<file path="config.mk">
export PLATFORM = sky130hd
export DESIGN_NAME = pixel_point_operation
export DESIGN_NICKNAME = d
export VERILOG_FILES = /design/src/rtl/ppo_pkg.sv /design/src/rtl/ppo_lane.sv /design/src/rtl/ppo_gray.sv /design/src/rtl/pixel_point_operation.sv
export SDC_FILE = /design/constraint.sdc
export NUM_CORES = 2
export LEC_CHECK = 0
export ABC_AREA = 1
export BUFFER_PORTS_ARGS = -buffer_cell sky130_fd_sc_hd__buf_2
export CAP_MARGIN = 20
export CELL_PAD_IN_SITES_DETAIL_PLACEMENT = 0
export CELL_PAD_IN_SITES_GLOBAL_PLACEMENT = 1
export CORE_MARGIN = 10
export CORE_UTILIZATION = 44
export CTS_CLUSTER_SIZE = 12
export DETAILED_ROUTE_END_ITERATION = 6
export PLACE_DENSITY_LB_ADDON = 0.2
export SLEW_MARGIN = 15
export SYNTH_ARGS = -nofsm -noshare
export SYNTH_HDL_FRONTEND = slang
export SYNTH_SLANG_ARGS = --single-unit
</file>
<file path="constraint.sdc">
create_clock -name i_clk -period 5.5 [get_ports i_clk]
set_clock_uncertainty 0.2 [all_clocks]
set_input_delay 0.55 -clock i_clk [delete_from_list [all_inputs] [get_ports i_clk]]
set_output_delay 0.55 -clock i_clk [all_outputs]
set_load 0.01 [all_outputs]
</file>
<file path="src/rtl/ppo_pkg.sv">
`default_nettype none

package ppo_pkg;

    localparam int CHAN_W  = 8;
    localparam int PARAM_W = 18;
    localparam int MODE_W  = 3;
    localparam int PIX_W   = 4 * CHAN_W;

    // wide enough for chan * param and chan * 256 + param
    localparam int VAL_W   = CHAN_W + PARAM_W + 1;

    // sum of three channels and 1/3 reciprocal scaling
    localparam int SUM_W   = CHAN_W + 2;
    localparam int RECIP_N = 683;
    localparam int RECIP_S = 11;
    localparam int SCL_W   = 21;

    localparam logic [CHAN_W-1:0] CHAN_MAX = 8'd255;

    // configuration register indexes
    localparam logic CFG_MODE  = 1'b0;
    localparam logic CFG_PARAM = 1'b1;

    typedef enum logic [MODE_W-1:0] {
        MODE_ADD  = 3'd0,
        MODE_GAIN = 3'd1,
        MODE_G2A  = 3'd2,
        MODE_GRAY = 3'd3,
        MODE_THR  = 3'd4,
        MODE_PASS = 3'd5
    } t_mode;

    typedef struct packed {
        logic [MODE_W-1:0]         mode;
        logic signed [PARAM_W-1:0] param;
    } t_cfg;

endpackage

`default_nettype wire

</file>
<file path="src/rtl/ppo_lane.sv">
`default_nettype none

module ppo_lane (
    input  wire logic                  i_clk,
    input  wire logic                  i_en,
    input  wire ppo_pkg::t_cfg         i_cfg,
    input  wire logic [7:0]            i_chan,
    output logic [7:0]                 o_chan
);
    import ppo_pkg::*;

    logic signed [VAL_W-1:0] w_c_ext;
    logic signed [VAL_W-1:0] w_p_ext;
    logic signed [VAL_W-1:0] w_sum;
    logic signed [VAL_W-1:0] w_prod;
    logic signed [VAL_W-1:0] n_value;
    logic signed [VAL_W-1:0] r_value;

    // offset or gain in q.8, one multiplier per lane
    assign w_c_ext = $signed(VAL_W'({1'b0, i_chan}));
    assign w_p_ext = VAL_W'(i_cfg.param);
    assign w_sum   = (w_c_ext <<< CHAN_W) + w_p_ext;
    assign w_prod  = w_c_ext * w_p_ext;
    assign n_value = (i_cfg.mode == MODE_GAIN) ? w_prod : w_sum;

    always_ff @(posedge i_clk) begin
        if (i_en) begin
            r_value <= n_value;
        end
    end

    // truncate toward zero and clamp to 0..255
    always_comb begin
        if (r_value <= 0) begin
            o_chan = '0;
        end else if (r_value[VAL_W-2:2*CHAN_W] != '0) begin
            o_chan = CHAN_MAX;
        end else begin
            o_chan = r_value[2*CHAN_W-1:CHAN_W];
        end
    end

endmodule

`default_nettype wire

</file>
<file path="src/rtl/ppo_gray.sv">
`default_nettype none

module ppo_gray (
    input  wire logic                  i_clk,
    input  wire logic                  i_en,
    input  wire ppo_pkg::t_cfg         i_cfg,
    input  wire logic [7:0]            i_chan0,
    input  wire logic [7:0]            i_chan1,
    input  wire logic [7:0]            i_chan2,
    output logic [7:0]                 o_avg,
    output logic                       o_above
);
    import ppo_pkg::*;

    logic [SUM_W-1:0]  r_sum;
    logic [SCL_W-1:0]  w_scaled;
    logic              w_corr;
    logic signed [SUM_W:0] w_thr;

    // channel sum registered with the lanes
    always_ff @(posedge i_clk) begin
        if (i_en) begin
            r_sum <= SUM_W'(i_chan0) + SUM_W'(i_chan1) + SUM_W'(i_chan2);
        end
    end

    // divide by three through a reciprocal, exact for sums up to 765
    assign w_scaled = SCL_W'(r_sum) * SCL_W'(RECIP_N);
    assign o_avg    = w_scaled[RECIP_S+CHAN_W-1:RECIP_S];

    // integer part of the parameter, rounded toward zero
    assign w_corr = i_cfg.param[PARAM_W-1] && (i_cfg.param[CHAN_W-1:0] != '0);
    assign w_thr  = $signed((SUM_W+1)'(i_cfg.param >>> CHAN_W))
                  + $signed({{SUM_W{1'b0}}, w_corr});

    assign o_above = $signed({{(SUM_W+1-CHAN_W){1'b0}}, o_avg}) > w_thr;

endmodule

`default_nettype wire

</file>
<file path="src/rtl/pixel_point_operation.sv">
`default_nettype none

// an accepted request passes through stage 1 and then the output register before output valid
// throughput: one pixel per cycle while the output side does not stall
// a finished pixel waits in the output register while the next is taken in
// reset (synchronous, active low) empties the pipeline, mode to pass-through, param to 0
module pixel_point_operation (
    input  wire logic         i_clk,
    input  wire logic         i_rst_n,
    input  wire logic         i_cfg_wr_en,
    input  wire logic         i_cfg_addr,
    input  wire logic [17:0]  i_cfg_data,
    input  wire logic         i_s_axis_tvalid,
    output logic              o_s_axis_tready,
    // chan0_in[7:0], chan1_in[15:8], chan2_in[23:16], alpha_in[31:24]
    input  wire logic [31:0]  i_s_axis_tdata,
    output logic              o_m_axis_tvalid,
    input  wire logic         i_m_axis_tready,
    // chan0_out[7:0], chan1_out[15:8], chan2_out[23:16], alpha_out[31:24]
    output logic [31:0]       o_m_axis_tdata
);
    import ppo_pkg::*;

    t_cfg               r_cfg;
    logic               r_v1;
    logic [PIX_W-1:0]   r_pix1;
    logic               r_v2;
    logic [PIX_W-1:0]   r_pix2;
    logic [PIX_W-1:0]   n_pix2;
    logic               w_en1;
    logic               w_en2;
    logic [CHAN_W-1:0]  w_lane [3];
    logic [CHAN_W-1:0]  w_avg;
    logic               w_above;
    logic [CHAN_W-1:0]  w_bin;

    // configuration registers
    always_ff @(posedge i_clk) begin
        if (!i_rst_n) begin
            r_cfg.mode  <= MODE_PASS;
            r_cfg.param <= '0;
        end else if (i_cfg_wr_en) begin
            unique case (i_cfg_addr)
                CFG_MODE:  r_cfg.mode  <= i_cfg_data[MODE_W-1:0];
                CFG_PARAM: r_cfg.param <= i_cfg_data;
                default:   ;
            endcase
        end
    end

    // stage enables, each stage moves when the stage after it frees up
    assign w_en2           = !r_v2 || i_m_axis_tready;
    assign w_en1           = !r_v1 || w_en2;
    assign o_s_axis_tready = w_en1;

    // colour lanes
    for (genvar g = 0; g < 3; g++) begin : g_lane
        ppo_lane u_lane (
            .i_clk  (i_clk),
            .i_en   (w_en1),
            .i_cfg  (r_cfg),
            .i_chan (i_s_axis_tdata[g*CHAN_W +: CHAN_W]),
            .o_chan (w_lane[g])
        );
    end

    // gray average and threshold
    ppo_gray u_gray (
        .i_clk   (i_clk),
        .i_en    (w_en1),
        .i_cfg   (r_cfg),
        .i_chan0 (i_s_axis_tdata[0*CHAN_W +: CHAN_W]),
        .i_chan1 (i_s_axis_tdata[1*CHAN_W +: CHAN_W]),
        .i_chan2 (i_s_axis_tdata[2*CHAN_W +: CHAN_W]),
        .o_avg   (w_avg),
        .o_above (w_above)
    );

    // stage 1 keeps the raw pixel for pass-through and alpha
    always_ff @(posedge i_clk) begin
        if (!i_rst_n) begin
            r_v1 <= 1'b0;
        end else if (w_en1) begin
            r_v1 <= i_s_axis_tvalid;
        end
    end

    always_ff @(posedge i_clk) begin
        if (w_en1) begin
            r_pix1 <= i_s_axis_tdata;
        end
    end

    // merge lanes and gray path by mode
    assign w_bin = w_above ? CHAN_MAX : '0;

    always_comb begin
        case (r_cfg.mode) inside
            MODE_ADD, MODE_GAIN: begin
                n_pix2 = {r_pix1[3*CHAN_W +: CHAN_W], w_lane[2], w_lane[1], w_lane[0]};
            end
            MODE_G2A: begin
                n_pix2 = {w_avg, r_pix1[3*CHAN_W-1:0]};
            end
            MODE_GRAY: begin
                n_pix2 = {r_pix1[3*CHAN_W +: CHAN_W], w_avg, w_avg, w_avg};
            end
            MODE_THR: begin
                n_pix2 = {r_pix1[3*CHAN_W +: CHAN_W], w_bin, w_bin, w_bin};
            end
            default: begin
                n_pix2 = r_pix1;
            end
        endcase
    end

    // output register
    always_ff @(posedge i_clk) begin
        if (!i_rst_n) begin
            r_v2 <= 1'b0;
        end else if (w_en2) begin
            r_v2 <= r_v1;
        end
    end

    always_ff @(posedge i_clk) begin
        if (w_en2) begin
            r_pix2 <= n_pix2;
        end
    end

    assign o_m_axis_tvalid = r_v2;
    assign o_m_axis_tdata  = r_pix2;

    // an accepted request lands in stage 1
    a_in_to_s1: assert property (@(posedge i_clk) disable iff (!i_rst_n)
        (i_s_axis_tvalid && o_s_axis_tready) |=> r_v1)
        else $error("accepted request lost before stage 1");

    // stage 1 moves into the output register when it is free
    a_s1_to_out: assert property (@(posedge i_clk) disable iff (!i_rst_n)
        (r_v1 && w_en2) |=> o_m_axis_tvalid)
        else $error("stage 1 request lost before output");

    // a stalled result is never dropped
    a_out_hold: assert property (@(posedge i_clk) disable iff (!i_rst_n)
        (o_m_axis_tvalid && !i_m_axis_tready) |=> o_m_axis_tvalid)
        else $error("stalled result dropped");

    // gray and threshold give three equal colours
    a_gray_equal: assert property (@(posedge i_clk) disable iff (!i_rst_n)
        (o_m_axis_tvalid && (r_cfg.mode == MODE_GRAY || r_cfg.mode == MODE_THR)) |->
        (o_m_axis_tdata[7:0] == o_m_axis_tdata[15:8] &&
         o_m_axis_tdata[7:0] == o_m_axis_tdata[23:16]))
        else $error("gray colours differ");

endmodule

`default_nettype wire

</file>
# Word-level counts from Yosys, hierarchy flattened

Cells that the tools add are included.

Flip-flop bits (word level): 178
Input bits: 56

Add/sub/neg operators: 6
Multipliers: 4
Magnitude comparators: 4
Equal/unequal tests: 4
Multiplexer cells: 14
Bitwise gates (word level): 1
Reductions and logical operators: 13

Operator list:

| cell                     | number |
|---|---|
| $le A27 B1 Y1 const B    | 3 |
| $mul A9 B18 Y27          | 3 |
| $mux W27                 | 3 |
| $mux W32                 | 2 |
| $add A17 B18 Y19         | 3 |
| $mux W8                  | 7 |
| $mux W24                 | 2 |
| $reduce_bool A10 Y1      | 3 |
| $mul A10 B10 Y19 const B | 1 |
| $add A10 B2 Y11          | 1 |
| $gt A9 B11 Y1            | 1 |
| $add A10 B8 Y10          | 1 |
| $add A8 B8 Y9            | 1 |
| $reduce_bool A8 Y1       | 1 |
| $eq A3 B2 Y1 const B     | 2 |
| $reduce_and A2 Y1        | 2 |
| $eq A3 B1 Y1 const B     | 1 |
| $eq A3 B3 Y1 const B     | 1 |
| $logic_not A3 Y1         | 1 |
| $logic_not A1 Y1         | 2 |
| $logic_or A1 B1 Y1       | 2 |
| $reduce_or A2 Y1         | 1 |
| $logic_and A1 B1 Y1      | 1 |
| $not A1 Y1               | 1 |

# Logic depth before layout (Yosys ltp)

Depth in word-level cells: 9
Depth in mapped cells: 35
Depth with buffers taken out: 34

# By module

A second synthesis with hierarchy kept.

Cell total of the unflattened synthesis: 4004
Area, all modules: 29265.6 um^2

Modules (own cells, without submodules):

| module                       | times used | cells each | area each (um^2) | sequential area each (um^2) |
|---|---|---|---|---|
| ppo_lane at g_lane[0].u_lane | 1          | 1092       | 7637.3           | 810.8 |
| ppo_lane at g_lane[2].u_lane | 1          | 1087       | 7537.2           | 810.8 |
| ppo_lane at g_lane[1].u_lane | 1          | 1079       | 7474.7           | 810.8 |
| pixel_point_operation        | 1          | 370        | 3550.9           | 2382.3 |
| ppo_gray                     | 1          | 376        | 3065.4           | 300.3 |

# Least setup slack after synthesis

No wires, ideal clock.

Path type: register to register
Start: register u_gray.r_sum[1]
End: register r_pix2[7] (netlist: o_m_axis_tdata[7]), data pin
Arrival time: 4.871 ns
Path slack: 0.173 ns
Cell stages (with the launch flop): 30
Path buffers: 1
Path through: edfxtp_1 ha_1 inv_1 fa_1 fa_1 inv_1 fa_1 ha_1 ha_1 a21oi_1 o21ai_0 a21oi_1 nand3b_1 and2_1 ha_1 nand2_1 inv_1 a21oi_1 nand2_1 nand2_1 nand2_1 nand3_1 nand2_2 nand2_4 buf_6 nand2_1 nand2_1 nand2_1 nand2_1 nand2_1

Cells in the longest elaborated chain, start to end: 7

Ends and longest elaborated chain:

| item                     | line                         | source |
|---|---|---|
| from (decl)              | ppo_gray.sv:15               | `logic [SUM_W-1:0] r_sum;` |
| from (signal assigned)   | ppo_gray.sv:23               | `r_sum <= SUM_W'(i_chan0) + SUM_W'(i_chan1) + SUM_W'(i_chan2);` |
| $mul A10 B10 Y19 *       | ppo_gray.sv:28               | `assign w_scaled = SCL_W'(r_sum) * SCL_W'(RECIP_N);` |
| $gt A9 B11 Y1            | ppo_gray.sv:36               | `assign o_above = $signed({{(SUM_W+1-CHAN_W){1'b0}}, o_avg}) > w_thr;` |
| $mux W8                  | pixel_point_operation.sv:95  | `assign w_bin = w_above ? CHAN_MAX : '0;` |
| $mux W24                 | pixel_point_operation.sv:98  | `case (r_cfg.mode) inside` |
| $mux W24 *               | pixel_point_operation.sv:98  |  |
| $mux W32 * (2 in series) | pixel_point_operation.sv:98  |  |
| named net n_pix2[7]      | pixel_point_operation.sv:29  | `logic [PIX_W-1:0] n_pix2;` |
| to (signal assigned)     | pixel_point_operation.sv:128 | `r_pix2 <= n_pix2;` |
| to (decl)                | pixel_point_operation.sv:28  | `logic [PIX_W-1:0] r_pix2;` |

Mark *: on every way through the listed nets, which the timed path passes. The rest lies on a longest branch.
A chain may end at the register's enable or synchronous reset.

# Worst setup path in the final report

Start: register u_gray.r_sum[4]
End: register r_pix2[6] (netlist: o_m_axis_tdata[6]), data pin

Same word-level chain as after synthesis.

==> flow_summary.ini <==
[worst_setup_path]
slowest_delay_ns = 0.59
cp-start-kind = flop
critPathCapture = o_m_axis_tdata[6]
path_buf_inv = 4
cp_top_family = adder cells
cp_max_fo = 6
worstPathArrival_ns = 5.55
r2r-start = u_gray.r_sum[4]
path_depth = 29
path_class = flop to flop
ff2ff_setup_slack_ns = -0.08
endpoint_kind = flop
crit_slowest_cell = fa_2
r2r-end = o_m_axis_tdata[6]
required_ns = 5.48
cp-startpoint = u_gray.r_sum[4]
rr_worst_depth = 29
crit_top_cell = nand2_1

[routing]
num_vias = 22994
antenna_left = 0
vias_per_cell = 5.059
drc_errors = 0
drt_iter0_markers = 1471
wl_um = 84550
first_pass_iters = 5
wl_per_cell_um = 18.60

[global_routing]
overflow = 0
antenna_found_initial = 7
grt_pass1_wl_um = 133200
grt_usage_pct = 23.88
grt_pass1_vias = 23695
grt_max_degree = 48

[synthesis]
avgSynthCellArea_um2 = 7.765
synthArstFlopShare_pct = 0
netlist_instances = 3514
synth_area_um2 = 27290
synthDistinctLibCells = 48
yosys_warnings = 0
synth-seq-area-share_pct = 18.74
synth_edf_count = 155
synth-main-ff-cell = edfxtp_1
synth_seq_cells = 178
synthesis.nets = 4208

[run]
maxCapViolCount = 0

[place]
pre_cts_slack_ns = -0.2799
hpwl_um = 66470
placed_cells = 4497
io_buffers = 89
gp_congestion = 0.8970

[sta]
grt_setup_unrepaired = yes
hold_viol_final = 0
fin_hold_ws_ns = 0.07588
setup-violations-final = 24
fin_ws_ns = -0.07502
slew_headroom_pct = 24.99
finalSetupTns_ns = -1.328
timing.final.crit_period_ns = 5.575
drv_slew = 0
fin_crit_sh_pct = 101.4
tightest_slew_ns = 1.122
clock.fmax_ghz = 0.1794

[floorplanning]
io_pins = 90
die_h_um = 269.0
initial_utilization_pct = 44.30
core_area_um2 = 61600
core.rowCount = 91
die-area_um2 = 72380
die_x_um = 269.0

[power_and_ir_drop]
leakage_nw = 17.87
irDropWorstVdd_mv = 1.313
powerDensity_nw_per_um2 = 641.3

[cts]
worstSkewPairLatency_ns = 0.44
h-tree-depth = 4
clockBufferDepth = 2
clockRootBuffer = clkbuf_16
cts_tree = done
cts_buffers = 17
clkTransAtPathRegs_ns = 0.07
cts.sinks = 178

[outcome]
status = finished with violations
violations = negative setup slack

[final_layout]
fin_nets = 4388
final_cell_count_no_fill = 4545
drive_above_1_share_pct = 11.22
syn2layout_area_growth_pct = 13.98

[min_path]
min_path_type = input pin to flop
Yosys cell counts, drive strengths merged (2+ instances only):
library cell  instances  area share, %
a21boi                7           0.23
or2                  12           0.28
nand4                20           0.46
nand3b                5           0.14
clkbuf               95            1.3
xnor2                33            1.1
nor3                 10           0.18
nand3                90            1.7
o31ai                 5           0.14
a31o                  3          0.096
nand2               936             13
a21o                 12           0.33
a31oi                 2          0.046
or4                   2          0.055
a21oi               162            3.0
o22ai                 4          0.092
and2                  6           0.14
edfxtp              155             17
fa                  368             27
ha                  270             12
mux2i                 3           0.11
o21bai                7           0.19
buf                  29           0.51
nor4                 25           0.57
o21ai               157            2.9
inv                 860             12
o211ai                3          0.083
o21a                  4           0.11
dfxtp                23            1.7
nor2                171            2.4
xor2                 30           0.96
layout make-up:
cell class	count	area [um2]
Tap cell	837	1047
Clock buffer	18	429.2
Inverter	861	3232
Fill cell	6015	30500
Antenna cell	1	2.502
Timing Repair Buffer	282	2135
Sequential cell	178	5115
Clock inverter	14	188.9
Multi-Input combinational cell	2354	18950
sequential cells by signal, summed over array words and instances, names as in the netlist:
register,flops
g_lane.u_lane.r_value,81
o_m_axis_tdata,32
r_pix1,32
r_cfg,21
u_gray.r_sum,10
o_m_axis_tvalid,1
r_v1,1
layout by cell type, fill, tap and decap left out, drive strengths merged:
| master | netlist | routed |
|---|---|---|
| o21bai | 7 | 7 |
| bufinv | 0 | 2 |
| and2 | 6 | 6 |
| or3 | 1 | 1 |
| o22ai | 4 | 4 |
| nor2 | 171 | 171 |
| buf | 29 | 282 |
| o31ai | 5 | 5 |
| edfxtp | 155 | 155 |
| ha | 270 | 270 |
| nor4 | 25 | 25 |
| nand4 | 20 | 20 |
| a31oi | 2 | 2 |
| o2111ai | 1 | 1 |
| xnor2 | 33 | 33 |
| nand3 | 90 | 90 |
| o221ai | 1 | 1 |
| fa | 368 | 368 |
| nand2b | 1 | 1 |
| a21o | 12 | 12 |
| o211ai | 3 | 3 |
| nor3 | 10 | 10 |
| clkbuf | 95 | 18 |
| mux2i | 3 | 3 |
| clkinv | 1 | 4 |
| inv | 860 | 866 |
| a21oi | 162 | 162 |
| nand2 | 936 | 939 |
| or4 | 2 | 2 |
| diode | 0 | 1 |
| o21a | 4 | 4 |
| dfxtp | 23 | 23 |
| or2 | 12 | 12 |
| a21boi | 7 | 7 |
| a31o | 3 | 3 |
| xor2 | 30 | 30 |
| o21ai | 157 | 157 |
| clkinvlp | 0 | 3 |
| nand3b | 5 | 5 |
metrics by stage:
step           utilization, %  power [mW]  area (um2)
5_1_grt                 50.49       22.01       31100
3_3_place_gp            48.52       15.18       29880
6_report                50.49       19.95       31100
3_5_place_dp            48.52       15.27       29880
4_1_cts                 50.19       18.83       30920
2_1_floorplan               -       9.971       27290
power breakdown:
| part | switching (mW) | leakage [nW] | internal, mW |
|---|---|---|---|
| registers | 0.159 | 1.90 | 1.79 |
| clock network | 0.609 | 0.292 | 0.695 |
| logic | 8.84 | 15.7 | 7.86 |
| total | 9.61 | 17.9 | 10.3 |
cell families after synthesis:
kind of cell / synth area share, %
DFF: 18.74
buffers and inverters: 13.66
xor gates and xnor gates: 2.022
muxes: 0.1101
AOI/OAI and AO/OA: 7.263
and+or+nand+nor: 18.82
adders and majority gates: 39.38
layer usage:
metal	share of wire (%)	vias to the layer above	track usage [%]
met1	45	11354	32.13
met4	2.3	0	5.921
li1	-	11011	-
met2	48	545	40.87
met5	0	-	0
met3	4.5	84	2.097
timing repair:
item,CTS,global route
cloned,3,0
endpoints found under the setup margin,24,24
pin swaps,25,39
hold buffers,0,0
gates resized for setup,59,27
buffers inserted,5,7
worst register-to-register path, delay by kind of cell, from the launching register on:
kind,cells,cell delay (ns)
adder cells (fa/ha/maj),7,2.58
AO/OA/AOI/OAI,2,0.26
flip-flops,1,0.41
AND/OR/NAND/NOR,16,1.50
buffers and inverters,4,0.35
worst min-delay path by stage:
stage | from | cells past startpoint | endpoint | slack [ns]
floorplan | r_v1 | 2 | o_m_axis_tvalid | 0.23
finish | i_s_axis_tdata[25] | 1 | r_pix1[25] | 0.08
global route | i_s_axis_tdata[29] | 1 | r_pix1[29] | 0.06
detailed placement | r_v1 | 2 | o_m_axis_tvalid | 0.28
global placement | r_v1 | 2 | o_m_axis_tvalid | 0.27
CTS | i_s_axis_tdata[25] | 1 | r_pix1[25] | 0.06
(Power assumes the default switching activity.)
